**src/rtl/core/telnet_receive_parser_core_defines.svh**
```systemverilog
// ----------------------------------------------------------------------------
// telnet receive parser core - assertion macros
// shared property wrappers for the core's internal checks
// ----------------------------------------------------------------------------
`ifndef TELNET_RECEIVE_PARSER_CORE_DEFINES_SVH
`define TELNET_RECEIVE_PARSER_CORE_DEFINES_SVH

// same-cycle implication, disabled while reset is high
`define TRP_ASSERT_IMPLY(label, clk, rst, ante, cons) \
   label: assert property (@(posedge clk) disable iff (rst) (ante) |-> (cons)) \
      else $error("telnet parser check failed");

// next-cycle implication, disabled while reset is high
`define TRP_ASSERT_NEXT(label, clk, rst, ante, cons) \
   label: assert property (@(posedge clk) disable iff (rst) (ante) |=> (cons)) \
      else $error("telnet parser sequence check failed");

`endif

```
**src/rtl/core/trp_pkg.sv**
```systemverilog
// ----------------------------------------------------------------------------
// trp_pkg
// constants, command codes and the front-to-back command type
// ----------------------------------------------------------------------------
`default_nettype none

package trp_pkg;

   // telnet protocol bytes
   localparam logic [7:0] IAC           = 8'd255;
   localparam logic [7:0] DONT          = 8'd254;
   localparam logic [7:0] DO            = 8'd253;
   localparam logic [7:0] WONT          = 8'd252;
   localparam logic [7:0] WILL          = 8'd251;
   localparam logic [7:0] SB            = 8'd250;
   localparam logic [7:0] SE            = 8'd240;
   localparam logic [7:0] OPT_ECHO      = 8'd1;
   localparam logic [7:0] OPT_SGA       = 8'd3;
   localparam logic [7:0] OPT_TERM_TYPE = 8'd24;
   localparam logic [7:0] OPT_WIN_SIZE  = 8'd31;
   localparam logic [7:0] TERM_IS       = 8'd0;

   localparam logic [15:0] DIM_LIMIT = 16'd1000;

   // sizing
   localparam int SUB_DEPTH_DEF = 64;
   localparam int TERM_DEPTH    = 32;
   localparam int MAX_RESULTS   = 32;
   localparam int TTYPE_MAX     = (TERM_DEPTH - 1 < MAX_RESULTS - 1) ?
                                  TERM_DEPTH - 1 : MAX_RESULTS - 1;
   localparam int TTYPE_CNT_W   = 5;
   localparam int NAWS_LEN      = 5;
   localparam int QUEUE_DEPTH   = 2;

   // result kinds
   localparam logic [1:0] KIND_DATA  = 2'd0;
   localparam logic [1:0] KIND_REPLY = 2'd1;
   localparam logic [1:0] KIND_TTYPE = 2'd2;
   localparam logic [1:0] KIND_CHUNK = 2'd3;

   // back-end operations
   localparam logic [2:0] OP_NOP       = 3'd0;
   localparam logic [2:0] OP_DATA      = 3'd1;
   localparam logic [2:0] OP_REPLY     = 3'd2;
   localparam logic [2:0] OP_SUB_CLEAR = 3'd3;
   localparam logic [2:0] OP_SUB_STORE = 3'd4;
   localparam logic [2:0] OP_SUB_DONE  = 3'd5;

   typedef struct packed {
      logic [2:0] op;
      logic [7:0] verb;
      logic [7:0] value;
      logic       chunk_end;
   } cmd_type;

endpackage

`default_nettype wire

```
**src/rtl/core/trp_channel_if.sv**
```systemverilog
// ----------------------------------------------------------------------------
// trp channel interfaces
// valid/ready channels for received bytes and parser results
// ----------------------------------------------------------------------------
`default_nettype none

interface trp_req_if;
   logic       valid;
   logic       ready;
   logic [7:0] byte_in;
   logic       chunk_end;

   modport source (output valid, output byte_in, output chunk_end, input ready);
   modport sink   (input valid, input byte_in, input chunk_end, output ready);
endinterface

interface trp_rsp_if;
   logic        valid;
   logic        ready;
   logic [1:0]  kind;
   logic [7:0]  value;
   logic        last;
   logic [9:0]  columns;
   logic [9:0]  rows_now;
   logic [15:0] chunk_count;

   modport source (output valid, output kind, output value, output last,
                   output columns, output rows_now, output chunk_count, input ready);
   modport sink   (input valid, input kind, input value, input last,
                   input columns, input rows_now, input chunk_count, output ready);
endinterface

`default_nettype wire

```
**src/rtl/core/telnet_receive_parser_core.sv**
```systemverilog
// ----------------------------------------------------------------------------
// telnet_receive_parser_core
// receive-side telnet parser and option negotiator
// ----------------------------------------------------------------------------
// req: one received byte per transfer, chunk_end flags the last byte of a
//   host chunk. rsp: one result per transfer (data, reply to peer, terminal
//   type byte or chunk end); last marks the final result of an input byte.
// path: a byte's command is written into the command queue, and the engine
//   registers each of its results in the output register. the engine emits
//   one result per cycle while rsp.ready is high, so a DO/WILL answer gives
//   IAC, verb and option, a terminal type message one result per type byte,
//   and a chunk end one more. a two-entry command queue lets the classifier
//   run ahead of the engine; req.ready drops only when that queue is full.
// reset: parser to data state, window 80x24, chunk count zero, queue and
//   output register emptied.
// stalls: with rsp.ready low the output register holds its result, the
//   engine waits, the queue fills and req.ready goes low.
// ----------------------------------------------------------------------------
`default_nettype none

module telnet_receive_parser_core #(
   parameter int SUB_DEPTH = trp_pkg::SUB_DEPTH_DEF
) (
   input  wire logic clock,
   input  wire logic reset,
   trp_req_if.sink   req,
   trp_rsp_if.source rsp
);

   // classifier to engine command path
   logic             q_push;
   logic             q_full;
   trp_pkg::cmd_type q_push_cmd;
   logic             q_valid;
   logic             q_pop;
   trp_pkg::cmd_type q_head;

   // front: parse state and command classification
   trp_front u_front (
      .clock  (clock),
      .reset  (reset),
      .req    (req),
      .q_full (q_full),
      .q_push (q_push),
      .q_cmd  (q_push_cmd)
   );

   // short queue decoupling both halves
   trp_cmd_queue u_queue (
      .clock    (clock),
      .reset    (reset),
      .push     (q_push),
      .push_cmd (q_push_cmd),
      .full     (q_full),
      .pop      (q_pop),
      .valid    (q_valid),
      .head     (q_head)
   );

   // back: result generation, buffer and window state
   trp_back #(
      .SUB_DEPTH (SUB_DEPTH)
   ) u_back (
      .clock     (clock),
      .reset     (reset),
      .cmd_valid (q_valid),
      .cmd       (q_head),
      .cmd_pop   (q_pop),
      .rsp       (rsp)
   );

endmodule

`default_nettype wire

```
**src/rtl/core/trp_front.sv**
```systemverilog
// ----------------------------------------------------------------------------
// trp_front
// telnet byte classifier: tracks IAC sequences and issues back-end commands
// ----------------------------------------------------------------------------
`default_nettype none

module trp_front (
   input  wire logic          clock,
   input  wire logic          reset,
   trp_req_if.sink            req,
   input  wire logic          q_full,
   output logic               q_push,
   output trp_pkg::cmd_type   q_cmd
);

   localparam logic [2:0] PS_DATA    = 3'd0;
   localparam logic [2:0] PS_IAC     = 3'd1;
   localparam logic [2:0] PS_CMD     = 3'd2;
   localparam logic [2:0] PS_SUB     = 3'd3;
   localparam logic [2:0] PS_SUB_IAC = 3'd4;

   logic [2:0] state_ff, state_in;
   logic [7:0] pending_ff, pending_in;
   logic [7:0] b;

   assign req.ready = !q_full;
   assign q_push    = req.valid && !q_full;
   assign b         = req.byte_in;

   always_comb begin
      state_in          = state_ff;
      pending_in        = pending_ff;
      q_cmd.op          = trp_pkg::OP_NOP;
      q_cmd.verb        = trp_pkg::WONT;
      q_cmd.value       = b;
      q_cmd.chunk_end   = req.chunk_end;
      case (state_ff)
         PS_DATA: begin
            if (b == trp_pkg::IAC) begin
               state_in = PS_IAC;
            end else begin
               q_cmd.op = trp_pkg::OP_DATA;
            end
         end
         PS_IAC: begin
            if (b == trp_pkg::IAC) begin
               q_cmd.op = trp_pkg::OP_DATA;
               state_in = PS_DATA;
            end else if (b inside {trp_pkg::DO, trp_pkg::DONT,
                                   trp_pkg::WILL, trp_pkg::WONT}) begin
               pending_in = b;
               state_in   = PS_CMD;
            end else if (b == trp_pkg::SB) begin
               q_cmd.op = trp_pkg::OP_SUB_CLEAR;
               state_in = PS_SUB;
            end else begin
               state_in = PS_DATA;
            end
         end
         PS_CMD: begin
            // byte is the option, whatever its value
            if (pending_ff == trp_pkg::DO) begin
               q_cmd.op   = trp_pkg::OP_REPLY;
               q_cmd.verb = (b inside {trp_pkg::OPT_ECHO, trp_pkg::OPT_SGA}) ?
                            trp_pkg::WILL : trp_pkg::WONT;
            end else if (pending_ff == trp_pkg::WILL) begin
               q_cmd.op   = trp_pkg::OP_REPLY;
               q_cmd.verb = (b inside {trp_pkg::OPT_SGA, trp_pkg::OPT_WIN_SIZE,
                                       trp_pkg::OPT_TERM_TYPE}) ?
                            trp_pkg::DO : trp_pkg::DONT;
            end
            state_in = PS_DATA;
         end
         PS_SUB: begin
            if (b == trp_pkg::IAC) begin
               state_in = PS_SUB_IAC;
            end else begin
               q_cmd.op = trp_pkg::OP_SUB_STORE;
            end
         end
         PS_SUB_IAC: begin
            if (b == trp_pkg::SE) begin
               q_cmd.op = trp_pkg::OP_SUB_DONE;
               state_in = PS_DATA;
            end else begin
               if (b == trp_pkg::IAC) begin
                  q_cmd.op = trp_pkg::OP_SUB_STORE;
               end
               state_in = PS_SUB;
            end
         end
         default: begin
            state_in = PS_DATA;
         end
      endcase
   end

   always_ff @(posedge clock) begin
      if (reset) begin
         state_ff   <= PS_DATA;
         pending_ff <= '0;
      end else if (q_push) begin
         state_ff   <= state_in;
         pending_ff <= pending_in;
      end
   end

endmodule

`default_nettype wire

```
**src/rtl/core/trp_cmd_queue.sv**
```systemverilog
// ----------------------------------------------------------------------------
// trp_cmd_queue
// short command fifo between the classifier and the result engine
// ----------------------------------------------------------------------------
`default_nettype none

module trp_cmd_queue (
   input  wire logic              clock,
   input  wire logic              reset,
   input  wire logic              push,
   input  wire trp_pkg::cmd_type  push_cmd,
   output logic                   full,
   input  wire logic              pop,
   output logic                   valid,
   output trp_pkg::cmd_type       head
);

   localparam int DEPTH = trp_pkg::QUEUE_DEPTH;
   localparam int QW    = (DEPTH > 1) ? $clog2(DEPTH) : 1;

   trp_pkg::cmd_type entry_ff [DEPTH];
   logic [QW-1:0]    wr_ptr_ff, rd_ptr_ff;
   logic [QW:0]      count_ff;

   assign full  = (count_ff == (QW+1)'(DEPTH));
   assign valid = (count_ff != '0);
   assign head  = entry_ff[rd_ptr_ff];

   always_ff @(posedge clock) begin
      if (reset) begin
         wr_ptr_ff <= '0;
         rd_ptr_ff <= '0;
         count_ff  <= '0;
      end else begin
         if (push) begin
            wr_ptr_ff <= (wr_ptr_ff == QW'(DEPTH - 1)) ? '0 : wr_ptr_ff + 1'b1;
         end
         if (pop) begin
            rd_ptr_ff <= (rd_ptr_ff == QW'(DEPTH - 1)) ? '0 : rd_ptr_ff + 1'b1;
         end
         if (push && !pop) begin
            count_ff <= count_ff + 1'b1;
         end else if (pop && !push) begin
            count_ff <= count_ff - 1'b1;
         end
      end
   end

   always_ff @(posedge clock) begin
      if (push) begin
         entry_ff[wr_ptr_ff] <= push_cmd;
      end
   end

endmodule

`default_nettype wire

```
**src/rtl/core/trp_back.sv**
```systemverilog
// ----------------------------------------------------------------------------
// trp_back
// result engine: data, replies, subnegotiation buffer, window size, chunk ends
// ----------------------------------------------------------------------------
`default_nettype none
`include "telnet_receive_parser_core_defines.svh"

module trp_back #(
   parameter int SUB_DEPTH = trp_pkg::SUB_DEPTH_DEF
) (
   input  wire logic              clock,
   input  wire logic              reset,
   input  wire logic              cmd_valid,
   input  wire trp_pkg::cmd_type  cmd,
   output logic                   cmd_pop,
   trp_rsp_if.source              rsp
);

   localparam int PW = $clog2(SUB_DEPTH + 1);
   localparam int AW = $clog2(SUB_DEPTH);
   localparam int CW = trp_pkg::TTYPE_CNT_W;

   localparam logic [1:0] ST_IDLE  = 2'd0;
   localparam logic [1:0] ST_REPLY = 2'd1;
   localparam logic [1:0] ST_TTYPE = 2'd2;
   localparam logic [1:0] ST_CHUNK = 2'd3;

   logic [1:0]    st_ff, st_in;
   logic [7:0]    verb_ff, verb_in;
   logic [7:0]    opt_ff, opt_in;
   logic          end_ff, end_in;
   logic          step_ff, step_in;
   logic [CW-1:0] left_ff, left_in;
   logic [PW-1:0] rd_ptr_ff, rd_ptr_in;
   logic [7:0]    rd_data_ff;
   logic [PW-1:0] sub_len_ff, sub_len_in;
   logic [7:0]    head_ff [trp_pkg::NAWS_LEN];
   logic [9:0]    cols_ff, cols_in;
   logic [9:0]    rows_ff, rows_in;
   logic [15:0]   cnt_ff, cnt_in;

   logic          ovalid_ff;
   logic [1:0]    okind_ff;
   logic [7:0]    ovalue_ff;
   logic          olast_ff;
   logic [9:0]    ocols_ff, orows_ff;
   logic [15:0]   ocount_ff;

   logic [7:0]    sub_mem [SUB_DEPTH];
   logic          mem_we;
   logic          head_we;

   logic          out_free;
   logic          emit;
   logic [1:0]    e_kind;
   logic [7:0]    e_value;
   logic          e_last;
   logic [15:0]   e_count;

   logic [15:0]   naws_w, naws_h;
   logic [8:0]    tail_len;
   logic          naws_ok, ttype_ok;
   logic [CW-1:0] term_n;

   assign out_free = !ovalid_ff || rsp.ready;
   assign cmd_pop  = cmd_valid && (st_ff == ST_IDLE) && out_free;

   assign naws_w   = {head_ff[1], head_ff[2]};
   assign naws_h   = {head_ff[3], head_ff[4]};
   assign naws_ok  = (sub_len_ff >= PW'(trp_pkg::NAWS_LEN)) &&
                     (head_ff[0] == trp_pkg::OPT_WIN_SIZE);
   assign ttype_ok = (sub_len_ff >= PW'(3)) && (head_ff[0] == trp_pkg::OPT_TERM_TYPE) &&
                     (head_ff[1] == trp_pkg::TERM_IS);
   assign tail_len = 9'(sub_len_ff) - 9'd2;
   assign term_n   = (tail_len > 9'(trp_pkg::TTYPE_MAX)) ? CW'(trp_pkg::TTYPE_MAX)
                                                         : tail_len[CW-1:0];

   always_comb begin
      st_in      = st_ff;
      verb_in    = verb_ff;
      opt_in     = opt_ff;
      end_in     = end_ff;
      step_in    = step_ff;
      left_in    = left_ff;
      rd_ptr_in  = rd_ptr_ff;
      sub_len_in = sub_len_ff;
      cols_in    = cols_ff;
      rows_in    = rows_ff;
      cnt_in     = cnt_ff;
      mem_we     = 1'b0;
      head_we    = 1'b0;
      emit       = 1'b0;
      e_kind     = trp_pkg::KIND_DATA;
      e_value    = '0;
      e_last     = 1'b0;
      e_count    = '0;
      case (st_ff)
         ST_IDLE: begin
            if (cmd_pop) begin
               case (cmd.op)
                  trp_pkg::OP_DATA: begin
                     emit    = 1'b1;
                     e_value = cmd.value;
                     e_last  = !cmd.chunk_end;
                     cnt_in  = (cnt_ff == '1) ? cnt_ff : cnt_ff + 16'd1;
                     if (cmd.chunk_end) begin
                        st_in = ST_CHUNK;
                     end
                  end
                  trp_pkg::OP_REPLY: begin
                     emit    = 1'b1;
                     e_kind  = trp_pkg::KIND_REPLY;
                     e_value = trp_pkg::IAC;
                     verb_in = cmd.verb;
                     opt_in  = cmd.value;
                     end_in  = cmd.chunk_end;
                     step_in = 1'b0;
                     st_in   = ST_REPLY;
                  end
                  default: begin
                     if (cmd.op == trp_pkg::OP_SUB_CLEAR) begin
                        sub_len_in = '0;
                     end
                     if (cmd.op == trp_pkg::OP_SUB_STORE &&
                         sub_len_ff < PW'(SUB_DEPTH)) begin
                        mem_we     = 1'b1;
                        head_we    = (sub_len_ff < PW'(trp_pkg::NAWS_LEN));
                        sub_len_in = sub_len_ff + 1'b1;
                     end
                     if (cmd.op == trp_pkg::OP_SUB_DONE && naws_ok) begin
                        if (naws_w != '0 && naws_w < trp_pkg::DIM_LIMIT) begin
                           cols_in = naws_w[9:0];
                        end
                        if (naws_h != '0 && naws_h < trp_pkg::DIM_LIMIT) begin
                           rows_in = naws_h[9:0];
                        end
                     end
                     if (cmd.op == trp_pkg::OP_SUB_DONE && ttype_ok) begin
                        // stream the type name out of the buffer
                        left_in   = term_n;
                        rd_ptr_in = PW'(2);
                        end_in    = cmd.chunk_end;
                        st_in     = ST_TTYPE;
                     end else if (cmd.chunk_end) begin
                        emit    = 1'b1;
                        e_kind  = trp_pkg::KIND_CHUNK;
                        e_last  = 1'b1;
                        e_count = cnt_ff;
                        cnt_in  = '0;
                     end
                  end
               endcase
            end
         end
         ST_REPLY: begin
            if (out_free) begin
               emit    = 1'b1;
               e_kind  = trp_pkg::KIND_REPLY;
               e_value = step_ff ? opt_ff : verb_ff;
               e_last  = step_ff && !end_ff;
               step_in = 1'b1;
               if (step_ff) begin
                  st_in = end_ff ? ST_CHUNK : ST_IDLE;
               end
            end
         end
         ST_TTYPE: begin
            if (out_free) begin
               emit      = 1'b1;
               e_kind    = trp_pkg::KIND_TTYPE;
               e_value   = rd_data_ff;
               e_last    = (left_ff == CW'(1)) && !end_ff;
               left_in   = left_ff - 1'b1;
               rd_ptr_in = rd_ptr_ff + 1'b1;
               if (left_ff == CW'(1)) begin
                  st_in = end_ff ? ST_CHUNK : ST_IDLE;
               end
            end
         end
         ST_CHUNK: begin
            if (out_free) begin
               emit    = 1'b1;
               e_kind  = trp_pkg::KIND_CHUNK;
               e_last  = 1'b1;
               e_count = cnt_ff;
               cnt_in  = '0;
               st_in   = ST_IDLE;
            end
         end
         default: begin
            st_in = ST_IDLE;
         end
      endcase
   end

   always_ff @(posedge clock) begin
      if (reset) begin
         st_ff      <= ST_IDLE;
         sub_len_ff <= '0;
         cols_ff    <= 10'd80;
         rows_ff    <= 10'd24;
         cnt_ff     <= '0;
         ovalid_ff  <= 1'b0;
         left_ff    <= '0;
      end else begin
         st_ff      <= st_in;
         sub_len_ff <= sub_len_in;
         cols_ff    <= cols_in;
         rows_ff    <= rows_in;
         cnt_ff     <= cnt_in;
         left_ff    <= left_in;
         if (out_free) begin
            ovalid_ff <= emit;
         end
      end
   end

   always_ff @(posedge clock) begin
      verb_ff   <= verb_in;
      opt_ff    <= opt_in;
      end_ff    <= end_in;
      step_ff   <= step_in;
      rd_ptr_ff <= rd_ptr_in;
      if (out_free && emit) begin
         okind_ff  <= e_kind;
         ovalue_ff <= e_value;
         olast_ff  <= e_last;
         ocols_ff  <= cols_in;
         orows_ff  <= rows_in;
         ocount_ff <= e_count;
      end
      if (head_we) begin
         head_ff[sub_len_ff[2:0]] <= cmd.value;
      end
   end

   // subnegotiation buffer, registered read
   always_ff @(posedge clock) begin
      if (mem_we) begin
         sub_mem[sub_len_ff[AW-1:0]] <= cmd.value;
      end
      rd_data_ff <= sub_mem[rd_ptr_in[AW-1:0]];
   end

   assign rsp.valid       = ovalid_ff;
   assign rsp.kind        = okind_ff;
   assign rsp.value       = ovalue_ff;
   assign rsp.last        = olast_ff;
   assign rsp.columns     = ocols_ff;
   assign rsp.rows_now    = orows_ff;
   assign rsp.chunk_count = ocount_ff;

   `TRP_ASSERT_NEXT(a_reply_enters_seq, clock, reset,
      cmd_pop && cmd.op == trp_pkg::OP_REPLY, st_ff == ST_REPLY)
   `TRP_ASSERT_IMPLY(a_ttype_count_live, clock, reset,
      st_ff == ST_TTYPE, left_ff != '0)
   `TRP_ASSERT_IMPLY(a_chunk_is_last, clock, reset,
      ovalid_ff && okind_ff == trp_pkg::KIND_CHUNK, olast_ff)
   `TRP_ASSERT_IMPLY(a_sub_len_bound, clock, reset,
      1'b1, sub_len_ff <= PW'(SUB_DEPTH))

endmodule

`default_nettype wire
```
**src/flat_wrapper.sv**
```systemverilog
// flat-port wrapper written by rule: the top's interface ports become plain ports
module telnet_receive_parser_core_flat 
#(
   parameter int SUB_DEPTH = trp_pkg::SUB_DEPTH_DEF
)
  (clock, reset, req_valid, req_byte_in, req_chunk_end, req_ready, rsp_valid, rsp_kind, rsp_value, rsp_last, rsp_columns, rsp_rows_now, rsp_chunk_count, rsp_ready);
  trp_req_if req_i ();
  trp_rsp_if rsp_i ();
  input  wire logic clock;
  input  wire logic reset;
  input wire logic [$bits(req_i.valid)-1:0] req_valid;
  input wire logic [$bits(req_i.byte_in)-1:0] req_byte_in;
  input wire logic [$bits(req_i.chunk_end)-1:0] req_chunk_end;
  output wire logic [$bits(req_i.ready)-1:0] req_ready;
  output wire logic [$bits(rsp_i.valid)-1:0] rsp_valid;
  output wire logic [$bits(rsp_i.kind)-1:0] rsp_kind;
  output wire logic [$bits(rsp_i.value)-1:0] rsp_value;
  output wire logic [$bits(rsp_i.last)-1:0] rsp_last;
  output wire logic [$bits(rsp_i.columns)-1:0] rsp_columns;
  output wire logic [$bits(rsp_i.rows_now)-1:0] rsp_rows_now;
  output wire logic [$bits(rsp_i.chunk_count)-1:0] rsp_chunk_count;
  input wire logic [$bits(rsp_i.ready)-1:0] rsp_ready;
  assign req_i.valid = req_valid;
  assign req_i.byte_in = req_byte_in;
  assign req_i.chunk_end = req_chunk_end;
  assign req_ready = req_i.ready;
  assign rsp_valid = rsp_i.valid;
  assign rsp_kind = rsp_i.kind;
  assign rsp_value = rsp_i.value;
  assign rsp_last = rsp_i.last;
  assign rsp_columns = rsp_i.columns;
  assign rsp_rows_now = rsp_i.rows_now;
  assign rsp_chunk_count = rsp_i.chunk_count;
  assign rsp_i.ready = rsp_ready;
  telnet_receive_parser_core #(.SUB_DEPTH(SUB_DEPTH)) u_core (.clock(clock), .reset(reset), .req(req_i), .rsp(rsp_i));
endmodule
```
**config.mk**
```make
export PLATFORM = sky130hd
export DESIGN_NAME = telnet_receive_parser_core_flat
export DESIGN_NICKNAME = d
export VERILOG_FILES = /design/src/rtl/core/trp_pkg.sv /design/src/rtl/core/trp_channel_if.sv /design/src/rtl/core/telnet_receive_parser_core.sv /design/src/rtl/core/trp_front.sv /design/src/rtl/core/trp_cmd_queue.sv /design/src/rtl/core/trp_back.sv /design/src/flat_wrapper.sv
export VERILOG_INCLUDE_DIRS = /design/src /design/src/rtl/core
export SDC_FILE = /design/constraint.sdc
export NUM_CORES = 1
export LEC_CHECK = 0
export BUFFER_PORTS_ARGS = -buffer_cell sky130_fd_sc_hd__buf_4
export CORE_ASPECT_RATIO = 0.9
export CORE_MARGIN = 3
export CORE_UTILIZATION = 25
export DETAILED_ROUTE_END_ITERATION = 10
export SKIP_LAST_GASP = 1
export SYNTH_ARGS = -nofsm -noshare
export SYNTH_HDL_FRONTEND = slang
export SYNTH_SLANG_ARGS = --single-unit
```
**constraint.sdc**
```tcl
create_clock -name clock -period 4.54 [get_ports clock]
set_clock_uncertainty 0.1 [all_clocks]
set_input_delay 0.454 -clock clock [delete_from_list [all_inputs] [get_ports clock]]
set_output_delay 0.454 -clock clock [all_outputs]
set_load 0.005 [all_outputs]
```
==> results of run 1 <==
-- per-stage QoR --
stage	util	cell area, sq um
detailed placement	0.276	32000
CTS	0.298	34600
finish	0.298	34600
floorplan	-	29400
global placement	0.276	32000
global route	0.298	34600
-- synth_stat cells, types with 18 or more instances --
cell,count
dfxtp_1,81
buf_2,21
nand2_1,437
a211oi_1,20
nor4_1,20
nor2_1,145
edfxtp_1,642
mux2_2,45
mux2i_1,77
nor3_1,18
a21oi_1,90
buf_1,19
and3_1,26
nor2b_1,19
clkbuf_1,82
a31oi_1,44
o21ai_0,41
nand3_1,182
inv_1,26
and2_1,23
-- power by group through the flow --
stage               Clock [mW]  Combinational [mW]  Sequential, mW
finish                    6.09                6.38            8.31
global route              6.47                6.95            8.34
CTS                       6.19                6.38            8.31
detailed placement           0                6.36            8.45
global placement             0                6.34            8.45
floorplan                    0                3.86            8.41
-- registers in the layout, summed over array words and instances (netlist names), 7 cells and up, named ones only --
signal,cells
u_core.u_back.cnt_ff,16
u_core.u_back.cols_ff,10
u_core.u_back.head_ff,40
u_core.u_back.opt_ff,8
u_core.u_back.rd_data_ff,8
u_core.u_back.rows_ff,10
u_core.u_back.rsp.chunk_count,16
u_core.u_back.rsp.columns,10
u_core.u_back.rsp.rows_now,10
u_core.u_back.rsp.value,8
u_core.u_back.sub_len_ff,7
u_core.u_back.sub_mem,512
u_core.u_front.pending_ff,8
u_core.u_queue.entry_ff,30
-- critical path, delay by kind of cell, from the launching register on --
kind / cells / cell delay (ns)
buffers and inverters: 4 / 1.13
DFF: 1 / 0.54
adders and majority gates: 1 / 0.25
AOI/OAI and AO/OA: 2 / 0.57
and+or+nand+nor: 6 / 1.53
-- worst max path at each step --
| stage | to | slack (ns) | cells past startpoint |
|---|---|---|---|
| after global routing | u_core.u_back.rd_data_ff[7] | 0.08 | 13 |
| after floorplan | u_core.u_back.rsp.chunk_count[0] | 0.86 | 9 |
| after CTS | u_core.u_back.rd_data_ff[7] | 0.25 | 9 |
| final | u_core.u_back.rd_data_ff[7] | 0.30 | 13 |
| after global placement | u_core.u_back.rd_data_ff[7] | 0.37 | 9 |
| after detailed placement | u_core.u_back.rd_data_ff[7] | 0.27 | 9 |
-- area by class of cell --
cell class / count / share of cell area
flip-flops and latches: 723 / 0.604
multi-input cells: 1408 / 0.231
clock buffers: 101 / 0.0628
well taps: 1560 / 0.0564
repair buffers: 141 / 0.0338
clock inverters: 43 / 0.00864
inverters: 30 / 0.00340
diodes: 3 / 0.000217
-- routing by layer --
layer / wire [um] / track usage / up-vias
met2: 34500 / 0.188 / 658
met1: 33500 / 0.167 / 9312
met5: 0 / 0 / -
li1: - / - / 8658
met3: 5300 / 0.0235 / 126
met4: 2330 / 0.0449 / 0
-- cells by family (layout without fill, tap and decap cells) --
logic type / after synthesis / after routing / synth area share
mux: 124 / 124 / 0.0443
flops: 723 / 723 / 0.710
buf+inv: 153 / 315 / 0.0206
fa+ha+maj: 17 / 17 / 0.00722
other cells: 0 / 3 / 0
simple gates: 951 / 951 / 0.147
compound gates: 300 / 300 / 0.0666
xor+xnor: 16 / 16 / 0.00476
-- timing repair --
item                                   in CTS  in global routing
resized for setup                           0                  2
hold buffers                                8                  0
endpoints found under the hold margin      16                  0
setup endpoints to repair                   0                  1
==> impl_metrics.tcl, run 1 <==
set metrics [dict create \
    grt_overflow 0 \
    hold_path_end "u_core.u_queue.entry_ff[1][3]" \
    drtPass1Iterations 5 \
    timing.critical_path.required_ns 4.94 \
    clkTransAtPathRegs_ns 0.06 \
    synth_top_cell_area_share 0.655 \
    tritoncts "built" \
    multi_input_area_sq_um 7980 \
    holdWs_ns 0.0622 \
    pre_cts_ws_ns 0.269 \
    layout_min_cycle_time_ns 4.24 \
    die_area_sq_um 122000 \
    p_leak_nw 11.7 \
    ff2ff_path_depth 13 \
    avgRoutedWirePerCell_um 18.9 \
    cts.sinks 723 \
    slew_violations 0 \
    placement.io_buffers 61 \
    rows 118 \
    cp_cell_sequence "inv_1, ha_1, nand2_1, nand4_2, and4_1, a31o_2, inv_2, buf_12, nor4_1, buf_4, a32o_1, nor4_1, or4b_1" \
    cp-startpoint "u_core.u_back.sub_len_ff[2]" \
    synth_edf_count 642 \
    layout-drive-gt1-share 0.132 \
    cts_root_buf "clkbuf_16" \
    route.vias.total 18800 \
    dp.cells 3854 \
    post-route-worst-setup-slack_ns 0.298 \
    arrival_ns 4.64 \
    power_frac_seq 0.400 \
    start_kind "flip-flop" \
    power_mw 20.8 \
    fin_cells 4009 \
    grtUsageTotal 0.121 \
    rr_startpoint "u_core.u_back.sub_len_ff[2]" \
    die_w_um 368 \
    r2r_slack_ns 0.30 \
    initial_utilization 0.254 \
    via_per_inst 4.68 \
    post_cts_buffers 0 \
    fmax_mhz 236 \
    rsz0062_at_grt "false" \
    yosysTopAreaCell "edfxtp_1" \
    ys_types 71 \
    min_from "req_byte_in[2]" \
    drt-total-wl_um 75700 \
    drv_cap 0 \
    gp_congestion 0.845 \
    path_max_fanout 32 \
    layout_common_cells "642 x edfxtp_1, 437 x nand2_1, 181 x nand3_1, 144 x nor2_1, 125 x buf_4" \
    ys_ff_latch 723 \
    clk_path_buf_depth 3 \
    relSlewSlack 0.208 \
    critPathCaptureType "flip-flop" \
    io-pin-count 62 \
    yosys_most_used_dff "edfxtp_1" \
    p_clk_frac 0.293 \
    critPathMaxStageDelay_ns 0.54 \
    syn_nets 2314 \
    hold_class "in2reg" \
    yosys_warnings 0 \
    synth.area.top_cells "edfxtp_1 65%, nand2_1 5.6%, dfxtp_1 5.5%" \
    grt_pass1_vias 18400 \
    core-area_sq_um 116000 \
    dr.first_iter.drc_count 1857 \
    cts_buffers 78 \
    grt_pass1_wl_um 114000 \
    netlist_instances 2284 \
    p_int_mw 13.7 \
    path_class "reg2reg" \
    clk-insertion-delay-late_ns 0.62 \
    postRouteAntennaNets 0 \
    fin_crit_sh 0.934 \
    setup_viol 0 \
    ir_drop_uv 361 \
    status "finished clean" \
    grt_max_degree 55 \
    holdPathStages 1 \
    syn_area_per_cell_sq_um 12.9 \
    syn_to_final_growth_pct 17.5 \
    r2r-end "u_core.u_back.rd_data_ff[7]" \
    report.final.hold_viol_count 0 \
    antenna_found_initial 5 \
    regArea_sq_um 20900 \
    place_hpwl_um 49000 \
    async_flop_share 0 \
    yosysSeqAreaShare 0.710 \
    power.switching_mw 7.06 \
    tightest_slew_ns 1.19 \
    die_h_um 332 \
    path_common_cell "nor4_1" \
    combPwrFrac 0.307 \
    p_sw_frac 0.340 \
    p_per_area_nw_per_um2 601 \
    nets 2412 \
    syn_area_sq_um 29400 \
    nFillCells 11700 \
    cts_max_level 3 \
    cp_slowest_cell "dfxtp_1" \
    drc 0 \
    layout_commonest_cell "edfxtp_1" \
    timing.setup.tns_ns 0 \
]
(Power assumes the default switching activity.)
==> run 2, diff against run 1 <==
==> constraint.sdc (replaced) <==
create_clock -name clock -period 3.56 [get_ports clock]
set_clock_uncertainty 0.1 [all_clocks]
set_input_delay 0.356 -clock clock [delete_from_list [all_inputs] [get_ports clock]]
set_output_delay 0.356 -clock clock [all_outputs]
set_load 0.005 [all_outputs]
==> run 2 against run 1 <==
- clock-buffer cell count is 9 lower
- flip-flop and latch count unchanged
- critical path type unchanged
- critical path depth is 1 lower
- non-clock buffer count increased by 177
- wire length up 4.5%
- fmax rose by 22%
- register-to-register slack got worse by 0.22 ns
- sequential power rose by 28%
==> impl_metrics.tcl, run 2 (same netlist as run 1, synthesis figures left out) <==
set metrics [dict create \
    status "finished clean" \
    die_w_um 368 \
    tritoncts "built" \
    largest_reg_flops 512 \
    rows 118 \
    place_hpwl_um 51300 \
    r2r_slack_ns 0.08 \
    pre_cts_ws_ns -0.0150 \
    start_kind "flip-flop" \
    relSlewSlack 0.259 \
    layout_min_cycle_time_ns 3.48 \
    critPathMaxStageDelay_ns 0.48 \
    core-area_sq_um 116000 \
    route.vias.total 19600 \
    dpl-instance-area_sq_um 33300 \
    postRouteAntennaNets 0 \
    cp_cell_sequence "mux2_1, and3_1, and4_4, a21boi_4, clkinv_8, buf_4, buf_4, mux2_4, a222oi_1, o32ai_1, or4_1, a211o_1" \
    hold_path_end "u_core.u_front.state_ff[2]" \
    p_per_area_nw_per_um2 771 \
    critPathCaptureType "flip-flop" \
    ff2ff_path_depth 12 \
    grt_pass1_vias 18800 \
    cts_root_buf "clkbuf_16" \
    initial_utilization 0.254 \
    fin_cells 4182 \
    clk_path_buf_depth 3 \
    cts_max_level 3 \
    drc 0 \
    layout-drive-gt1-share 0.198 \
    critPathBufInv 3 \
    drtPass1Iterations 5 \
    cp_top_family "simple AND/OR/NAND/NOR gates" \
    arrival_ns 3.90 \
    ir_drop_uv 425 \
    power_mw 28.0 \
    rr_startpoint "u_core.u_queue.entry_ff[1][17]" \
    timing.setup.tns_ns 0 \
    path_max_fanout 4 \
    finish.utilization 0.313 \
    layout_common_cells "642 x edfxtp_1, 437 x nand2_1, 285 x buf_4, 180 x nand3_1, 142 x nor2_1" \
    post-route-worst-setup-slack_ns 0.0803 \
    fmax_mhz 287 \
    die_h_um 332 \
    path_class "reg2reg" \
    grt_overflow 0 \
    report.final.hold_viol_count 0 \
    via_per_inst 4.68 \
    setup_viol 0 \
    die_area_sq_um 122000 \
    gp_congestion 0.854 \
    final_area_sq_um 36400 \
    path_common_cell "buf_4" \
    io-pin-count 62 \
    avgRoutedWirePerCell_um 18.9 \
    slew_violations 0 \
    placement.io_buffers 61 \
    grtUsageTotal 0.125 \
    clk-insertion-delay-late_ns 0.65 \
    r2r-end "u_core.u_back.rd_data_ff[6]" \
    holdPathStages 4 \
    cts_buffers 76 \
    dp.cells 4012 \
    antenna_found_initial 9 \
    drt-total-wl_um 79100 \
    grt_max_degree 72 \
    tightest_slew_ns 1.11 \
    holdWs_ns 0.0381 \
    clkTransAtPathRegs_ns 0.06 \
    nets 2587 \
    grt_pass1_wl_um 117000 \
    cts.sinks 723 \
    fin_crit_sh 0.977 \
    cp_slowest_cell "or4_1" \
    crit_cells 12 \
    timing.critical_path.required_ns 3.98 \
    hold_class "in2reg" \
    dr.first_iter.drc_count 2023 \
    layout_commonest_cell "edfxtp_1" \
    syn_to_final_growth_pct 23.4 \
    drv_cap 0 \
    min_from "req_valid" \
    p_leak_nw 12.7 \
]
==> run 2: worst max-delay path by stage <==
stage	start	endpoint	slack [ns]
global route	u_core.u_back.st_ff[0]	u_core.u_back.rd_data_ff[7]	-0.01
CTS	u_core.u_back.st_ff[0]	u_core.u_back.rd_data_ff[7]	0.02
detailed placement	u_core.u_back.st_ff[0]	u_core.u_back.rd_data_ff[7]	-0.01
finish	u_core.u_queue.entry_ff[1][17]	u_core.u_back.rd_data_ff[6]	0.08
floorplan	u_core.u_back.sub_len_ff[2]	u_core.u_back.rd_data_ff[6]	0.16
global placement	u_core.u_back.head_ff[1][0]	u_core.u_back.rd_data_ff[2]	-0.003
==> run 2: final cells by class <==
cell class                 count  area [sq um]
clock buffer                  92          2000
clock inverter                50           576
inverter                      30           125
multi-input combinational   1408          8100
fill                       11600         79700
sequential                   723         20900
antenna                        1          2.50
timing repair buffer         318          2700
tap                         1560          1950
==> run 2: per-layer routing <==
metal | up-vias | share of wire | track usage
li1 | 9015 | - | -
met1 | 9719 | 0.44 | 0.168
met2 | 697 | 0.46 | 0.196
met3 | 125 | 0.079 | 0.0330
met4 | 6 | 0.025 | 0.0363
met5 | - | 0.00054 | 0
==> run 2: worst register-to-register path: stages (launching register included) <==
cell and delay (ns):
edfxtp_1 0.45, mux2_1 0.35, and3_1 0.24, and4_4 0.20, a21boi_4 0.25, clkinv_8 0.09, buf_4 0.17, buf_4 0.14
mux2_4 0.29, a222oi_1 0.28, o32ai_1 0.11, or4_1 0.48, a211o_1 0.24
==> run 2: power by group <==
part	internal [mW]	switching [mW]	leakage, nW
registers	10.4	0.259	6.46
logic	3.45	5.84	4.98
clock network	4.79	3.34	1.26
==> run 2: repair_timing <==
action,CTS,global route
gates resized for setup,4,34
cloned,0,2
hold endpoints to repair,21,0
endpoints found under the setup margin,2,18
setup buffers,0,16
pin swaps,1,7
hold buffers,9,0
==> run 3, diff against run 2 <==
--- a/config.mk
+++ b/config.mk
@@ -11,6 +11,7 @@
 export CORE_MARGIN = 3
 export CORE_UTILIZATION = 25
 export DETAILED_ROUTE_END_ITERATION = 10
+export SKIP_CTS_REPAIR_TIMING = 1
 export SKIP_LAST_GASP = 1
 export SYNTH_ARGS = -nofsm -noshare
 export SYNTH_HDL_FRONTEND = slang
==> constraint.sdc (replaced) <==
create_clock -name clock -period 3.1 [get_ports clock]
set_clock_uncertainty 0.1 [all_clocks]
set_input_delay 0.31 -clock clock [delete_from_list [all_inputs] [get_ports clock]]
set_output_delay 0.31 -clock clock [all_outputs]
set_load 0.005 [all_outputs]
==> run 3 against run 2 <==
- the flow now finishes with violations (negative setup slack)
- register-to-register slack got worse by 0.41 ns
- clock-buffer cell count is 4 higher
- via count rose by 2.4%
- critical path type unchanged
==> impl_metrics.tcl, run 3 (same netlist as run 1, synthesis figures left out) <==
set metrics [dict create \
    p_per_area_nw_per_um2 888 \
    die_h_um 332 \
    fin_crit_sh 1.11 \
    via_per_inst 4.69 \
    hold_class "in2reg" \
    placement.io_buffers 61 \
    cts_max_level 3 \
    rsz0062_at_grt "true" \
    antenna_found_initial 1 \
    arrival_ns 3.83 \
    fmax_mhz 292 \
    initial_utilization 0.254 \
    path_class "reg2reg" \
    report.final.hold_viol_count 0 \
    r2r_slack_ns -0.33 \
    io-pin-count 62 \
    die_w_um 368 \
    multi_input_area_sq_um 8510 \
    failed_checks "negative setup slack" \
    core-area_sq_um 116000 \
    holdWs_ns 0.0392 \
    layout_common_cells "642 x edfxtp_1, 436 x nand2_1, 338 x buf_4, 180 x nand3_1, 138 x nor2_1" \
    grt_pass1_wl_um 120000 \
    relSlewSlack 0.167 \
    largest_reg_flops 512 \
    postRouteAntennaNets 0 \
    grt_max_degree 72 \
    avgRoutedWirePerCell_um 18.9 \
    tightest_slew_ns 1.25 \
    clkTransAtPathRegs_ns 0.06 \
    clk-insertion-delay-late_ns 0.63 \
    gp_congestion 0.852 \
    drt-total-wl_um 80600 \
    drtPass1Iterations 5 \
    grt_overflow 0 \
    rows 118 \
    timing.critical_path.required_ns 3.50 \
    syn_to_final_growth_pct 28.1 \
    drc 0 \
    drv_cap 0 \
    cts_root_buf "clkbuf_16" \
    dr.first_iter.drc_count 1983 \
    cts_buffers 76 \
    tritoncts "built" \
    post-route-worst-setup-slack_ns -0.328 \
    p_leak_nw 13.3 \
    layout-drive-gt1-share 0.249 \
    setup_viol 8 \
    n_antenna_cell 0 \
    critPathCaptureType "flip-flop" \
    layout_min_cycle_time_ns 3.43 \
    route.vias.total 20000 \
    nFillCells 11500 \
    layout_commonest_cell "edfxtp_1" \
    grt_pass1_vias 19200 \
    timing.setup.tns_ns -1.47 \
    cts.sinks 723 \
    status "finished, violations left" \
    nets 2674 \
    ir_drop_uv 386 \
    slew_violations 0 \
    path_max_fanout 23 \
    regArea_sq_um 20900 \
    die_area_sq_um 122000 \
    grtUsageTotal 0.126 \
    clk_path_buf_depth 3 \
    start_kind "flip-flop" \
    place_hpwl_um 52400 \
]
-- run 3: cell types whose count changed in the layout (fill, tap and decap cells not counted), moves of 5 or more --
cell,change
a31oi_1,-6
clkinv_1,-6
buf_6,+14
a211oi_1,-5
clkbuf_16,+5
buf_12,+14
a21oi_1,-10
buf_4,+53
a211oi_2,+5
a21oi_2,+7
clkinvlp_4,+6
-- run 3: cell type report --
class | count | area share
clock buffers | 96 | 0.0554
multi-input cells | 1408 | 0.226
flip-flops and latches | 723 | 0.554
well taps | 1560 | 0.0518
clock inverters | 44 | 0.0120
inverters | 30 | 0.00335
repair buffers | 405 | 0.0974
-- run 3: through the flow --
stage | util | power [mW] | area, sq um | setup WS [ns] | std cells
global route | 0.325 | 35.0 | 37700 | -0.418 | 4266
floorplan | - | 18.1 | 29600 | -0.0454 | 2284
detailed placement | 0.294 | 23.2 | 34200 | -0.636 | 4090
finish | 0.325 | 33.5 | 37700 | -0.328 | 4266
global placement | 0.294 | 23.2 | 34200 | -0.555 | 4090
CTS | 0.316 | 32.5 | 36700 | -0.634 | 4230
-- run 3: worst paths after layout --
| kind | cells past startpoint | to | startpoint |
|---|---|---|---|
| worst max-delay path | 11 | u_core.u_back.rd_data_ff[4] | u_core.u_back.head_ff[1][7] |
| worst min-delay path | 4 | u_core.u_front.state_ff[2] | req_valid |
| worst max register to register | 11 | u_core.u_back.rd_data_ff[4] | u_core.u_back.head_ff[1][7] |
| worst min register to register | 2 | u_core.u_front.pending_ff[4] | u_core.u_front.pending_ff[4] |
-- run 3: layer usage --
layer,GRT usage,vias to the layer above,share of wire
met5,0,-,0
li1,-,9197,-
met3,0.0198,114,0.067
met2,0.199,694,0.46
met4,0.0326,0,0.022
met1,0.180,10000,0.45
-- run 3: power by group --
| group | internal, mW | total [mW] | switching, mW |
|---|---|---|---|
| clock network | 5.46 | 9.24 | 3.78 |
| registers | 11.9 | 12.2 | 0.295 |
| logic | 4.96 | 12.1 | 7.10 |
-- run 3: worst max-delay path, cell delays in order (launching register included) --
cell	delay [ns]
edfxtp_1	0.42
nor4_4	0.31
and3_4	0.27
and4_4	0.26
a31o_2	0.20
buf_4	0.24
buf_12	0.21
nor4_4	0.07
buf_12	0.14
a32o_2	0.27
nor4_4	0.36
or4b_1	0.45
